`config.mk`:
```
export PLATFORM = sky130hd
export DESIGN_NAME = tmbc_push
export DESIGN_NICKNAME = d
export VERILOG_FILES = /design/src/rtl/assert_macros.svh /design/src/rtl/tmbc_pkg.sv /design/src/rtl/tmbc_push.sv
export SDC_FILE = /design/constraint.sdc
export NUM_CORES = 1
export LEC_CHECK = 0
export BUFFER_PORTS_ARGS = -buffer_cell sky130_fd_sc_hd__buf_2
export CORE_UTILIZATION = 42
export DETAILED_ROUTE_END_ITERATION = 7
export PLACE_DENSITY = 0.69
export REMOVE_ABC_BUFFERS = 1
export SYNTH_ARGS = -nofsm -noshare
export SYNTH_HDL_FRONTEND = slang
export SYNTH_SLANG_ARGS = --single-unit
```
`constraint.sdc`:
```
create_clock -name vclk -period 6.7
set_clock_uncertainty 0.1 [all_clocks]
set_input_delay 0.335 -clock vclk [all_inputs]
set_output_delay 0.335 -clock vclk [all_outputs]
set_load 0.05 [all_outputs]
```
`src/rtl/assert_macros.svh`:
```
// Assertion macros used by the top level of the tile map collision resolver RTL.
// Each macro expands to one labeled concurrent assertion on clk, disabled in reset.
`ifndef ASSERT_MACROS_SVH
`define ASSERT_MACROS_SVH

// Condition holds at every edge out of reset
`define ASSERT_ALWAYS(label, cond, msg) \
  label: assert property (@(posedge clk) disable iff (rst) (cond)) else $error(msg);

// Antecedent implies consequent in the same cycle
`define ASSERT_IMPLIES(label, ante, cons, msg) \
  label: assert property (@(posedge clk) disable iff (rst) (ante) |-> (cons)) \
    else $error(msg);

// Antecedent implies consequent in the next cycle
`define ASSERT_NEXT(label, ante, cons, msg) \
  label: assert property (@(posedge clk) disable iff (rst) (ante) |=> (cons)) \
    else $error(msg);

`endif

```
`src/rtl/tmbc_pkg.sv`:
```
// Shared constants, codes and types of the tile map collision resolver.
// Used by tmbc_span, tmbc_push and the top level; depends on nothing.
package tmbc_pkg;

  // Field widths
  localparam int POS_W  = 16;
  localparam int SIZE_W = 10;
  localparam int CODE_W = 8;
  localparam int TCOL_W = 7;
  localparam int TROW_W = 5;
  localparam int EDGE_W = POS_W + 1;

  // Tile geometry; the tile edge in fixed-point units is a power of two
  localparam int TILE_PIXELS   = 16;
  localparam int FRACTION_BITS = 4;
  localparam int TILE_UNITS    = TILE_PIXELS << FRACTION_BITS;
  localparam int TILE_SHIFT    = $clog2(TILE_UNITS);

  // Map defaults
  localparam int MAP_COLUMNS = 128;
  localparam int MAP_ROWS    = 32;

  // Item opcodes
  localparam logic OP_WRITE   = 1'b0;
  localparam logic OP_RESOLVE = 1'b1;

  // Configuration register indexes
  localparam logic REG_EMPTY_CODE    = 1'b0;
  localparam logic REG_NONSOLID_CODE = 1'b1;

  // Outcome of testing the box against one tile
  typedef struct packed {
    logic                     hit;
    logic                     kill_vx;
    logic                     kill_vy;
    logic signed [POS_W-1:0]  x;
    logic signed [POS_W-1:0]  y;
  } push_t;

endpackage

```
`src/rtl/tmbc_push.sv`:
```
// Box against one tile: overlap test, smallest penetration, push and saturate.
// Depends on tmbc_pkg (push_t, widths, tile geometry).
module tmbc_push #(
  parameter int COL_W  = 7,
  parameter int ROW_W  = 5,
  parameter int CALC_W = 18
) (
  input  logic signed [tmbc_pkg::POS_W-1:0]  x,
  input  logic signed [tmbc_pkg::POS_W-1:0]  y,
  input  logic        [tmbc_pkg::SIZE_W-1:0] w,
  input  logic        [tmbc_pkg::SIZE_W-1:0] h,
  input  logic        [COL_W-1:0]            col,
  input  logic        [ROW_W-1:0]            row,
  input  logic        [tmbc_pkg::CODE_W-1:0] code,
  input  logic        [tmbc_pkg::CODE_W-1:0] empty_code,
  input  logic        [tmbc_pkg::CODE_W-1:0] nonsolid_code,
  output tmbc_pkg::push_t                    res
);

  localparam int PW = tmbc_pkg::POS_W;
  localparam logic signed [CALC_W-1:0] TU      = CALC_W'(tmbc_pkg::TILE_UNITS);
  localparam logic signed [CALC_W-1:0] POS_MAX = CALC_W'(32767);
  localparam logic signed [CALC_W-1:0] POS_MIN = CALC_W'(-32768);

  logic signed [CALC_W-1:0] xs, ys, ws, hs, tx, ty, xr, yb, txe, tye;
  logic signed [CALC_W-1:0] pl, pr, pt, pb;
  logic solid, over, sel_l, sel_r, sel_t;

  // Clip a pushed edge to the 16-bit position range
  function automatic logic signed [PW-1:0] sat(input logic signed [CALC_W-1:0] v);
    logic signed [PW-1:0] r;
    if (v > POS_MAX) begin
      r = POS_MAX[PW-1:0];
    end else if (v < POS_MIN) begin
      r = POS_MIN[PW-1:0];
    end else begin
      r = v[PW-1:0];
    end
    return r;
  endfunction

  // Box and tile edges
  assign xs  = CALC_W'(x);
  assign ys  = CALC_W'(y);
  assign ws  = CALC_W'(w);
  assign hs  = CALC_W'(h);
  assign tx  = CALC_W'(col) << tmbc_pkg::TILE_SHIFT;
  assign ty  = CALC_W'(row) << tmbc_pkg::TILE_SHIFT;
  assign xr  = xs + ws;
  assign yb  = ys + hs;
  assign txe = tx + TU;
  assign tye = ty + TU;

  // Strict overlap with a solid tile
  assign solid = (code != empty_code) && (code != nonsolid_code);
  assign over  = solid && (xs < txe) && (xr > tx) && (ys < tye) && (yb > ty);

  // Penetration depths; ties go left, right, top, bottom
  assign pl    = xr - tx;
  assign pr    = txe - xs;
  assign pt    = yb - ty;
  assign pb    = tye - ys;
  assign sel_l = (pl <= pr) && (pl <= pt) && (pl <= pb);
  assign sel_r = !sel_l && (pr <= pt) && (pr <= pb);
  assign sel_t = !sel_l && !sel_r && (pt <= pb);

  // Push out along the chosen side
  always_comb begin
    res.hit     = over;
    res.kill_vx = 1'b0;
    res.kill_vy = 1'b0;
    res.x       = x;
    res.y       = y;
    if (over) begin
      if (sel_l) begin
        res.x       = sat(tx - ws);
        res.kill_vx = 1'b1;
      end else if (sel_r) begin
        res.x       = sat(txe);
        res.kill_vx = 1'b1;
      end else if (sel_t) begin
        res.y       = sat(ty - hs);
        res.kill_vy = 1'b1;
      end else begin
        res.y       = sat(tye);
        res.kill_vy = 1'b1;
      end
    end
  end

endmodule

```
# Yosys cells after proc, flatten, opt, wreduce, memory -nomap -nowiden
# Index checks and enable logic that the tools add are counted.
# classes
addsub	10
magnitude_cmp	18
muxes	18
eq_ne	2
n_reduce_logical	13
# op_table
op	count
$mux W16	13
$le A18 B17 Y1	3
$le A18 B18 Y1	3
$sub A17 B16 Y18	2
$add A16 B11 Y17	2
$mux W34	1
$sub A17 B14 Y18	1
$gt A17 B14 Y1	1
$gt A17 B16 Y1	1
$lt A16 B17 Y1	1
$lt A17 B16 Y1 const B	1
$sub A15 B16 Y17	1
$add A15 B9 Y16 const B	1
$gt A14 B16 Y1 const B	1
$gt A16 B15 Y1 const B	1
$gt A16 B16 Y1 const B	1
$lt A14 B16 Y1 const B	1
$lt A15 B16 Y1 const B	1
$lt A16 B15 Y1	1
$lt A16 B16 Y1 const B	1
$ne A8 B8 Y1	2
$sub A15 B10 Y16	1
$gt A14 B15 Y1 const B	1
$add A13 B9 Y14 const B	1
other kinds (4)	18
# word_totals
register_bits	0
output_inout_bits	35
word_cells	61
inputBits	88

# Longest topological paths before layout
# depth
word_depth	15
mapped_depth	30
mapped_depth_nobuf	30

# Least setup slack after synthesis
# No wires, ideal clock.
# synth_timing
path_kind	input-to-output
from	input x[0] (netlist name)
to	output res[27] (netlist name)
setup_slack_ps	-586
arrival_time_ps	6851
required_ps	6265
path_stages	26
path_buffers	0
cell_sequence	ha_1 > fa_1 > a211oi_1 > o21bai_1 > o21ai_1 > nand2_1 > xnor2_1 > ha_1 > nor2b_1 > o31a_1 > o211ai_1 > and2_1 > or4b_2 > nand3_1 > inv_1 > ha_1 > nand3_1 > nor4_1 > a32oi_1 > o2bb2ai_1 > or3b_1 > nor2_4 > nor2_4 > inv_2 > nor2_1 > a211oi_1
# synth_lines
item	line_no	text
start: declaration	tmbc_push.sv:8	input logic signed [tmbc_pkg::POS_W-1:0] x,
end: declaration	tmbc_push.sv:17	output tmbc_pkg::push_t res

==> qor.txt <==
status = finished, final reports clean
static leakage = 4.39 nW
largest net degree at the start of global routing = 31
via count = 7899
sequential element share of the synthesized area = 0%
Ys Warns = 0
CP Launch Type = input pin
Area growth syn-to-layout = 25.3%
overall power = 1.36 mW
Max Cap Viol = 0
Setup crit start = w[5]
CP arrival = 6.17 ns
hpwl dp = 19300 um
Remaining DRCs = 0
router iterations before antenna repair = 5
crit path capture type = output port
Starting Density = 42.8%
initial antenna violation count = 0
final setup vio count = 0
Slew Limit Fails = 0
diode count = 0
Netlist Area Pre-Place = 0.00705 sq mm
Core ar. = 0.0165 sq mm
GP Congestion = 0.994
WP data required = 6.26 ns
DR vias/cell = 5.83
Max Freq = 151 MHz
pre-CTS setup slack = -0.186 ns
HP Start = y[8]
Die H = 132 um
die area = 0.0173 sq mm
IO Port Bufs = 123
register area = 0 sq um
Final ANT Viol Nets = 0
vias in the first global route = 7405
final cell count without fillers = 1356
placed insts = 1342
FFs & Latches = 0
post-route design area = 0.00883 sq mm
Mean Syn Cell Area = 7.46 sq um
Worst Tran Pin Value = 0.843 ns
wire length per cell = 17.2 um
Setup CP Type = in2out
worst hold-check slack = 0.987 ns
CTS Hold Bufs = 0
Placed Area = 0.00839 sq mm
clkbuf count = 0
initial drt markers = 351
grt ovf = 0
Cell Pwr Density = 154 mW/mm^2
commonest non-fill, non-tap cell in the layout = ha_1
# IOs = 123
Layout Utilization = 53.6%
final wirelength = 23300 um
fillcell total = 1606
share of layout cells above drive strength 1 = 24.4%
Crit Path Max Fanout = 8
post-route minimum period = 6.60 ns
area of the multi-input gates = 0.00687 sq mm
distinct cell type count after synthesis = 90
final hold viol count = 0
Tcrit/Tclk final = 98.5%
fin worst setup slack = 0.0989 ns
hold path cells = 4
first-pass GRT wire length = 35800 um
most frequent cells in the layout = ha_1 (153), buf_2 (105), inv_1 (90), buf_4 (81), a21oi_1 (57)
nets = 1387
Die Width = 132 um
total track usage = 25.0%
setup TNS = 0 ns
relative slew slack = 43.0%
worst min-delay path category = in2out
Peak supply drop = 74.7 uV
Post-Syn Instances = 945
Row Count = 47
==> cells by family after synthesis <==
kind of cell	share of synthesized area, %
simple gates	21.7
compound gates	27.5
fa+ha+maj	29.1
xor+xnor	14.3
buf+inv	6.09
mux	1.28
==> where the power goes <==
part / leakage [nW] / switching [mW] / total [mW] / internal (mW)
clock network: 0 / 0 / 0 / 0
logic: 4.39 / 0.782 / 1.36 / 0.579
registers: 0 / 0 / 0 / 0
total: 4.39 / 0.782 / 1.36 / 0.579
==> synthesized netlist by cell type, drive strengths merged, types with 3 or more instances <==
library cell  instances  share of area, %
a2111oi               5              0.62
a211oi               17               1.9
a21o                 42               4.5
a21oi                60               4.3
a221o                 6              0.85
a221oi                4              0.59
a311oi                4              0.75
a31oi                 4              0.35
and2                  8              0.73
and3                  6              0.57
and4                  6              0.75
buf                   5              0.66
clkbuf                7              0.37
fa                    4               1.1
ha                  157                28
inv                  94               5.0
mux2i                 9               1.3
nand2                54               2.9
nand2b               11              0.98
nand3                26               1.8
nand4                20               1.8
nor2                 55               3.1
nor2b                14               1.2
nor3                 30               2.4
nor3b                 7              0.82
nor4                 12               1.1
nor4b                 6               1.0
o211ai               10               1.1
o21a                 22               2.3
o21ai                47               3.3
o21bai                7              0.75
o2bb2ai               4              0.50
o31a                  5              0.62
o31ai                 8              0.85
o32ai                 3              0.37
or2                   3              0.27
or3                  10              0.89
or3b                  4              0.50
xnor2                62               8.0
xor2                 48               6.0
==> final timing paths <==
kind | slack (ns) | end
worst min-delay path | 0.99 | res[8]
worst max-delay path | 0.1 | res[0]
==> critical path, stage by stage <==
cell and delay [ns]:
buf_2 0.13, ha_1 0.34, and3_1 0.22, a31oi_2 0.22
a21o_1 0.23, nand2b_1 0.08, a21o_1 0.20, xor2_2 0.15
ha_1 0.29, nor2b_1 0.15, o31a_1 0.26, o221a_2 0.29
o22a_1 0.24, xnor2_2 0.20, ha_4 0.32, nand3_2 0.10
a21oi_2 0.13, o31a_1 0.21, nand2_1 0.09, mux2i_2 0.30
nor3b_2 0.11, nor4b_4 0.49, o311ai_4 0.14, buf_12 0.19
buf_12 0.14, or3_1 0.33, o21ai_1 0.10, buf_6 0.18
==> repair_timing <==
action / 4_1_cts / 5_1_grt
setup buffers: 1 / 10
gates resized for setup: 2 / 76
pin swaps: 1 / 20
cloned: 0 / 3
setup endpoints to repair: 33 / 34
==> layout make-up <==
type / count / area share, %
multi-input combinational: 838 / 77.7
timing repair buffer: 203 / 15.1
inverter: 95 / 4.04
tap: 220 / 3.12
==> routing by layer <==
metal / up-vias / routed length (um) / track usage [%]
li1: 3905 / - / -
met1: 3691 / 10400 / 32.5
met2: 252 / 11000 / 43.3
met3: 51 / 1060 / 1.16
met4: 0 / 879 / 9.24
met5: - / 0 / 0
Power figures use the tool's default switching activity.
