### config.mk
export PLATFORM = sky130hd
export DESIGN_NAME = tmbc_span
export DESIGN_NICKNAME = d
export VERILOG_FILES = /design/src/rtl/assert_macros.svh /design/src/rtl/tmbc_pkg.sv /design/src/rtl/tmbc_span.sv
export SDC_FILE = /design/constraint.sdc
export NUM_CORES = 1
export LEC_CHECK = 0
export BUFFER_PORTS_ARGS = -buffer_cell sky130_fd_sc_hd__buf_4
export CAP_MARGIN = 10
export CORE_ASPECT_RATIO = 0.75
export CORE_MARGIN = 4
export CORE_UTILIZATION = 40
export DETAILED_ROUTE_END_ITERATION = 8
export PLACE_DENSITY = 0.72
export SYNTH_ARGS = -nofsm -noshare
export SYNTH_HDL_FRONTEND = slang
export SYNTH_SLANG_ARGS = --single-unit
### constraint.sdc
create_clock -name vclk -period 10.1
set_input_delay 2.02 -clock vclk [all_inputs]
set_output_delay 2.02 -clock vclk [all_outputs]
set_load 0.1 [all_outputs]
### src/rtl/assert_macros.svh
// Assertion macros used by the top level of the tile map collision resolver RTL.
// Each macro expands to one labeled concurrent assertion on clk, disabled in reset.
`ifndef ASSERT_MACROS_SVH
`define ASSERT_MACROS_SVH

// Condition holds at every edge out of reset
`define ASSERT_ALWAYS(label, cond, msg) \
  label: assert property (@(posedge clk) disable iff (rst) (cond)) else $error(msg);

// Antecedent implies consequent in the same cycle
`define ASSERT_IMPLIES(label, ante, cons, msg) \
  label: assert property (@(posedge clk) disable iff (rst) (ante) |-> (cons)) \
    else $error(msg);

// Antecedent implies consequent in the next cycle
`define ASSERT_NEXT(label, ante, cons, msg) \
  label: assert property (@(posedge clk) disable iff (rst) (ante) |=> (cons)) \
    else $error(msg);

`endif

### src/rtl/tmbc_pkg.sv
// Shared constants, codes and types of the tile map collision resolver.
// Used by tmbc_span, tmbc_push and the top level; depends on nothing.
package tmbc_pkg;

  // Field widths
  localparam int POS_W  = 16;
  localparam int SIZE_W = 10;
  localparam int CODE_W = 8;
  localparam int TCOL_W = 7;
  localparam int TROW_W = 5;
  localparam int EDGE_W = POS_W + 1;

  // Tile geometry; the tile edge in fixed-point units is a power of two
  localparam int TILE_PIXELS   = 16;
  localparam int FRACTION_BITS = 4;
  localparam int TILE_UNITS    = TILE_PIXELS << FRACTION_BITS;
  localparam int TILE_SHIFT    = $clog2(TILE_UNITS);

  // Map defaults
  localparam int MAP_COLUMNS = 128;
  localparam int MAP_ROWS    = 32;

  // Item opcodes
  localparam logic OP_WRITE   = 1'b0;
  localparam logic OP_RESOLVE = 1'b1;

  // Configuration register indexes
  localparam logic REG_EMPTY_CODE    = 1'b0;
  localparam logic REG_NONSOLID_CODE = 1'b1;

  // Outcome of testing the box against one tile
  typedef struct packed {
    logic                     hit;
    logic                     kill_vx;
    logic                     kill_vy;
    logic signed [POS_W-1:0]  x;
    logic signed [POS_W-1:0]  y;
  } push_t;

endpackage

### src/rtl/tmbc_span.sv
// Tile span along one axis: floor of both box edges, clamped to the map.
// Depends on tmbc_pkg.
module tmbc_span #(
  parameter int LIMIT = 128,
  parameter int IDX_W = 7
) (
  input  logic signed [tmbc_pkg::POS_W-1:0]  lo,
  input  logic        [tmbc_pkg::SIZE_W-1:0] size,
  output logic        [IDX_W-1:0]            first,
  output logic        [IDX_W-1:0]            last,
  output logic                               empty
);

  localparam int EW = tmbc_pkg::EDGE_W;
  localparam logic signed [EW-1:0] LAST_IDX = EW'(LIMIT - 1);

  logic signed [EW-1:0] lo_ext;
  logic signed [EW-1:0] hi;
  logic signed [EW-1:0] f_raw;
  logic signed [EW-1:0] l_raw;
  logic signed [EW-1:0] f_cl;
  logic signed [EW-1:0] l_cl;

  // Edges and their tile indexes (arithmetic shift floors toward minus infinity)
  assign lo_ext = {lo[tmbc_pkg::POS_W-1], lo};
  assign hi     = lo_ext + EW'(size);
  assign f_raw  = lo_ext >>> tmbc_pkg::TILE_SHIFT;
  assign l_raw  = hi >>> tmbc_pkg::TILE_SHIFT;

  // Clamp to the map; an inverted span visits nothing
  always_comb begin
    f_cl  = f_raw[EW-1] ? '0 : f_raw;
    l_cl  = (l_raw > LAST_IDX) ? LAST_IDX : l_raw;
    empty = f_cl > l_cl;
    first = f_cl[IDX_W-1:0];
    last  = l_cl[IDX_W-1:0];
  end

endmodule

## Word level (Yosys, flattened, before mapping)

Cells that the tools add are included.

- Logic and storage cells: 5
- Bits of input ports: 26
- Output and inout port bits: 15
- Flip-flop bits (word level): 0

- Order comparisons: 2
- Add/subtract/negate cells: 1
- Mux-type cells: 2

Operators with widths:

| kind | count |
|---|---|
| adder 16 x 11 -> 17 bit | 1 |
| > comparator 17 bit | 1 |
| two-way mux 17 bit | 1 |
| > comparator 9 x 8 -> 1 bit (second input constant) | 1 |
| two-way mux 7 bit | 1 |

## Longest topological paths before layout

Gate-level depths: netlist (run 1).

- Word-level depth: 4
- Mapped depth: 18
- Gate-level depth less buffers: 18

## Least setup slack after synthesis (run 1)

Ideal clock, no wire load.

- Kind: in2out
- Start: input lo[2] (netlist name)
- End: output empty
- Path slack: 1.041 ns
- Cell stages on the path: 17
- Data required time: 8.080 ns
- Arrival time: 7.039 ns
- Path buffers: 0
- Cell sequence: ha_1 -> a21oi_1 -> a2111oi_2 -> a211oi_2 -> nor3_4 -> nand2_1 -> and2_1 -> ha_1 -> nand2b_1 -> ha_1 -> nor2b_1 -> o21ai_0 -> nand2b_1 -> a21oi_1 -> a2bb2oi_1 -> a21oi_1 -> a2bb2oi_1

- Word-level cells in the longest chain between the ends: 4

RTL lines:

| item | line | source |
|---|---|---|
| from (decl) | tmbc_span.sv:7 | `input logic signed [tmbc_pkg::POS_W-1:0] lo,` |
| adder 16 x 11 -> 17 bit (*) | tmbc_span.sv:26 | `assign hi = lo_ext + EW'(size);` |
| > comparator 9 x 8 -> 1 bit | tmbc_span.sv:33 | `l_cl = (l_raw > LAST_IDX) ? LAST_IDX : l_raw;` |
| two-way mux 17 bit (*) | tmbc_span.sv:33 |  |
| via last[0] | tmbc_span.sv:10 | `output logic [IDX_W-1:0] last,` |
| > comparator 17 bit (*) | tmbc_span.sv:34 | `empty = f_cl > l_cl;` |
| to (decl) | tmbc_span.sv:11 | `output logic empty` |

Mark *: on every way through the listed nets, which the timed path passes. The rest lies on a longest branch.

## Worst setup path in the final report (run 1)

- Start: input size[6] (netlist name)
- End: output empty

- Word-level cells in the longest chain between the ends: 4

RTL lines:

| item | line | source |
|---|---|---|
| from (decl) | tmbc_span.sv:8 | `input logic [tmbc_pkg::SIZE_W-1:0] size,` |
| adder 16 x 11 -> 17 bit (*) | tmbc_span.sv:26 |  |
| > comparator 9 x 8 -> 1 bit | tmbc_span.sv:33 |  |
| two-way mux 17 bit (*) | tmbc_span.sv:33 |  |
| > comparator 17 bit (*) | tmbc_span.sv:34 |  |

Every way passes the cells marked *; elsewhere a longest branch is shown, timed or not.

==> reports/results.ini, run 1 <==
[yosys]
synthDistinctLibCells=34
muxShareOfSynthArea_pct=0
synth_fa_ha_area_share_pct=27.5
yosys.area_share.simple_pct=37.4
synth_compound_area_share_pct=25.1
yosysSeqAreaShare_pct=0
synth_top_family_by_area=simple AND/OR/NAND/NOR gates
yosys.area_share.xor_xnor_pct=5.66
synth_warnings=0
synth_top_area_share_pct=27.5
synth.most_common_cell=ha_1
synth_common_cells=17 x ha_1, 13 x a21oi_1, 9 x nand2_1
synth_cells=111
synth.net_count=154
avgSynthCellArea_um2=6.97
netlist_area_um2=773
synth_area_leaders=ha_1 28%, a21oi_1 8.4%, nor2b_1 6.5%
yosysTopAreaCell=ha_1

[worst_setup_path]
critPathBufInv=2
crit_family=compound AO/OA/AOI/OAI gates
cpPeakStageDelay_ns=0.41
path_class=primary input to output port
path_max_fanout=9
cp.required_ns=8.08
cp-end-kind=output port
cp_cell_sequence=buf_4 -> ha_1 -> nand3_2 -> a2111oi_2 -> a211oi_2 -> nor3_4 -> nand2_1 -> and2_1 -> ha_1 -> a21oi_1 -> ha_1 -> nor2b_1 -> o21ai_0 -> nand2b_1 -> a21oi_1 -> a2bb2oi_1 -> a21oi_1 -> a2bb2oi_1 -> buf_4
arrival_ns=5.68
cp_slowest_cell=ha_1
critPathLaunch=size[6]
start_kind=primary input

[timing]
final_max_slew_viol_count=0
period_share_pct=76.2
fmax_mhz=130
setup_ws_ns=2.40
period_needed_ns=7.70
tightest_slew_ns=0.349
report.final.setup_viol=0
finalHoldViolations=0
slew_headroom_pct=76.5
rsz0062_at_grt=no
fin_setup_tns_ns=0

[placed_design]
port-buffer-count=41
dpl.hpwl_um=2060
gp_congestion=0.772
detailedPlace.worstSlack_ns=2.41
dp.cells=173

[power_and_ir_drop]
peakVddDrop_v=0.0000675
p_leak_nw=0.541
power.density_mw_per_mm2=94.4
p_total_mw=0.104

[route]
wl_um=2230
antenna_left=0
drc=0
first_pass_iters=4
drt_iter0_markers=11
vias=918
drt-wirelength-per-cell_um=12.9
viasPerCell=5.31

[final_layout]
drive_gt1_share_pct=31.1
final_core_util_pct=61.7
regArea_um2=0
nNetsFinal=196
nClkBuffers=0
syn_to_final_growth_pct=42.9
fin_cells=173
nFlopsAndLatches=0
antenna_cells_inserted=0

[die]
ios=41
dieWidth_um=58.8
rows=13
die_area_mm2=0.00271
coreArea_mm2=0.00179
initial_core_util_pct=43.2
die_h_um=46.1

[global_routing]
grt_use_total_pct=16.1
grt_overflow=0
grt_first_pass_wirelength_um=3480
grt_pass1_vias=787
antenna_found_initial=0
grt_max_degree=13

[cts]
cts_setup_buffers=0
hold_buffers=0
ctsResizeCount=0

[hold_path]
holdPathStages=3
min_from=lo[15]
hold_class=primary input to output port
holdPathEnd=first[5]

[job]
maxCapViolations=0

[status]
status=finished, final reports clean

## cell type report
| type | count | area [um2] |
|---|---|---|
| multi-input combinational | 102 | 739 |
| tap | 22 | 27.5 |
| timing repair buffer | 41 | 308 |
| fill | 173 | 684 |
| inverter | 8 | 30.0 |
## cells in the final DEF (no fill, tap or decap), types with 2 or more instances in the layout
cell,netlist,layout
buf_4,0,41
ha_1,17,17
a21oi_1,13,13
nand2_1,9,9
nor2b_1,8,8
inv_1,7,7
nor2_1,7,7
nand2b_1,6,6
o21ai_0,6,6
nand3_1,4,4
nor3_1,4,4
xnor2_1,4,4
nand4_1,3,3
a2bb2oi_1,2,2
## power by group
part	leakage [nW]	switching, mW	internal (mW)
Sequential	0	0	0
Combinational	0.541	0.0719	0.0324
Clock	0	0	0
Total	0.541	0.0719	0.0324
## routing by layer
layer	GRT usage, %	up-vias	wire [um]
li1	-	487	-
met5	0	-	0
met1	25.0	402	1140
met4	0.905	0	14
met3	1.12	3	126
met2	25.1	26	955
## per-stage QoR
stage          hold slack, ns  instance area, um2
3_5_place_dp             4.51                1100
3_3_place_gp             4.50                1100
6_report                 4.51                1100
5_1_grt                  4.54                1100
4_1_cts                  4.51                1100
2_1_floorplan            4.47                 773
## cells by family after synthesis
| family | Yosys count |
|---|---|
| AOI/OAI and AO/OA | 30 |
| xor gates and xnor gates | 5 |
| buffers and inverters | 9 |
| adders and majority gates | 17 |
| and+or+nand+nor | 50 |
## worst max path at each step
stage | end | slack, ns | depth (start not counted)
floorplan | empty | 1.04 | 17
global placement | empty | 2.53 | 19
detailed placement | empty | 2.41 | 19
CTS | empty | 2.39 | 19
global route | empty | 2.14 | 19
finish | empty | 2.40 | 19
Power figures use the tool's default switching activity.
==> run 2: changes to the inputs <==
- clock period: 10.1 -> 7.62 ns (I/O delays scaled with it)
==> run 2 against run 1 <==
Against the previous run: global-route usage fell by 0.24 points; via count grew 3.1%; sequential share of layout area stayed put; combinational power grew 34%; final cell count unchanged; utilization up 0.35 points; total power increased by 33%; first-iteration DRC count grew 45%; wire length decreased by 0.36%; largest cell class unchanged; non-clock buffer count unchanged.
==> reports/results.ini, run 2 (synthesis results as in run 1) <==
[power_and_ir_drop]
p_leak_nw=0.543
peakVddDrop_v=0.000110
p_total_mw=0.139
power.density_mw_per_mm2=125

[die]
die_h_um=46.1
ios=41
die_area_mm2=0.00271
dieWidth_um=58.8
coreArea_mm2=0.00179
initial_core_util_pct=43.2
rows=13

[route]
first_pass_iters=4
drt-wirelength-per-cell_um=12.8
viasPerCell=5.47
vias=946
drc=0
drt_iter0_markers=16
wl_um=2220
antenna_left=0

[timing]
tightest_slew_ns=0.342
period_needed_ns=6.74
report.final.setup_viol=0
slew_headroom_pct=77.0
finalHoldViolations=0
period_share_pct=88.5
final_max_slew_viol_count=0
rsz0062_at_grt=no
fin_setup_tns_ns=0
fmax_mhz=148

[placed_design]
dp.cells=173
placed_cell_area_mm2=0.00111
dpl.hpwl_um=1960
gp_congestion=0.796
port-buffer-count=41

[worst_setup_path]
arrival_ns=5.22
cp-end-kind=output port
start_kind=primary input
cp.required_ns=6.10
path_max_fanout=9
cp_cell_sequence=buf_4 -> ha_1 -> nand3_2 -> a2111oi_2 -> a211oi_2 -> nor3_4 -> nand2_1 -> and2_1 -> ha_1 -> a21oi_1 -> ha_1 -> nor2b_1 -> o21ai_0 -> nand2b_1 -> a21oi_1 -> a2bb2oi_1 -> a21oi_1 -> a2bb2oi_2 -> buf_4
cpPeakStageDelay_ns=0.41
cp_slowest_cell=ha_1
path_class=primary input to output port

[final_layout]
antenna_cells_inserted=0
syn_to_final_growth_pct=43.7
nFillCells=166
multi_input_area_um2=746
nNetsFinal=196
fin_cells=173
mostFrequentLayoutCell=buf_4
nFlopsAndLatches=0
final_area_mm2=0.00111
regArea_um2=0
final_cell_mix=41 x buf_4, 17 x ha_1, 13 x a21oi_1
nClkBuffers=0
drive_gt1_share_pct=31.8

[job]
maxCapViolations=0

[global_routing]
grt_max_degree=13
grt_pass1_vias=835
grt_overflow=0
grt_use_total_pct=15.9
antenna_found_initial=0
grt_first_pass_wirelength_um=3460

[cts]
ctsResizeCount=0
cts_setup_buffers=0
hold_buffers=0

[hold_path]
hold_class=primary input to output port

[status]
status=finished, final reports clean

[run 2: cell counts in the layout (fill, tap and decap cells not counted)]
No cell type changed its count.
[run 2: metal layers]
metal  share of wire, %  vias up  global-route usage (%)
li1                   -      487                       -
met1                 51      426                    23.4
met2                 43       33                    27.1
met3                5.9        0                   0.280
met4                  0        0                   0.905
met5                  0        -                       0
[run 2: path summary, 6_finish.rpt]
check   from       end  slack [ns]  cells past startpoint
max    lo[6]     empty        0.88                     19
min    lo[8]  first[0]        3.52                      4
[run 2: per-stage QoR]
stage               util, %  hold slack [ns]  setup WS [ns]
global route           62.1             3.54          0.556
detailed placement     62.1             3.52          0.906
finish                 62.1             3.52          0.877
global placement       62.1             3.51          0.988
floorplan                 -             3.45          0.252
CTS                    62.1             3.52          0.884
[run 2: final cells by class]
class | count | share of cell area, %
inverters | 8 | 2.70
multi-input cells | 102 | 67.1
well taps | 22 | 2.48
repair buffers | 41 | 27.7
[run 2: power breakdown]
part | switching, mW | total [mW] | internal, mW
combinational | 0.0957 | 0.139 | 0.0433
clock | 0 | 0 | 0
sequential | 0 | 0 | 0
total | 0.0957 | 0.139 | 0.0433
[run 2: critical path, delay by kind of cell]
family / cells / cell delay (ns)
and+or+nand+nor: 6 / 0.88
buffers and inverters: 2 / 0.34
adders and majority gates: 3 / 1.06
AOI/OAI and AO/OA: 8 / 1.39
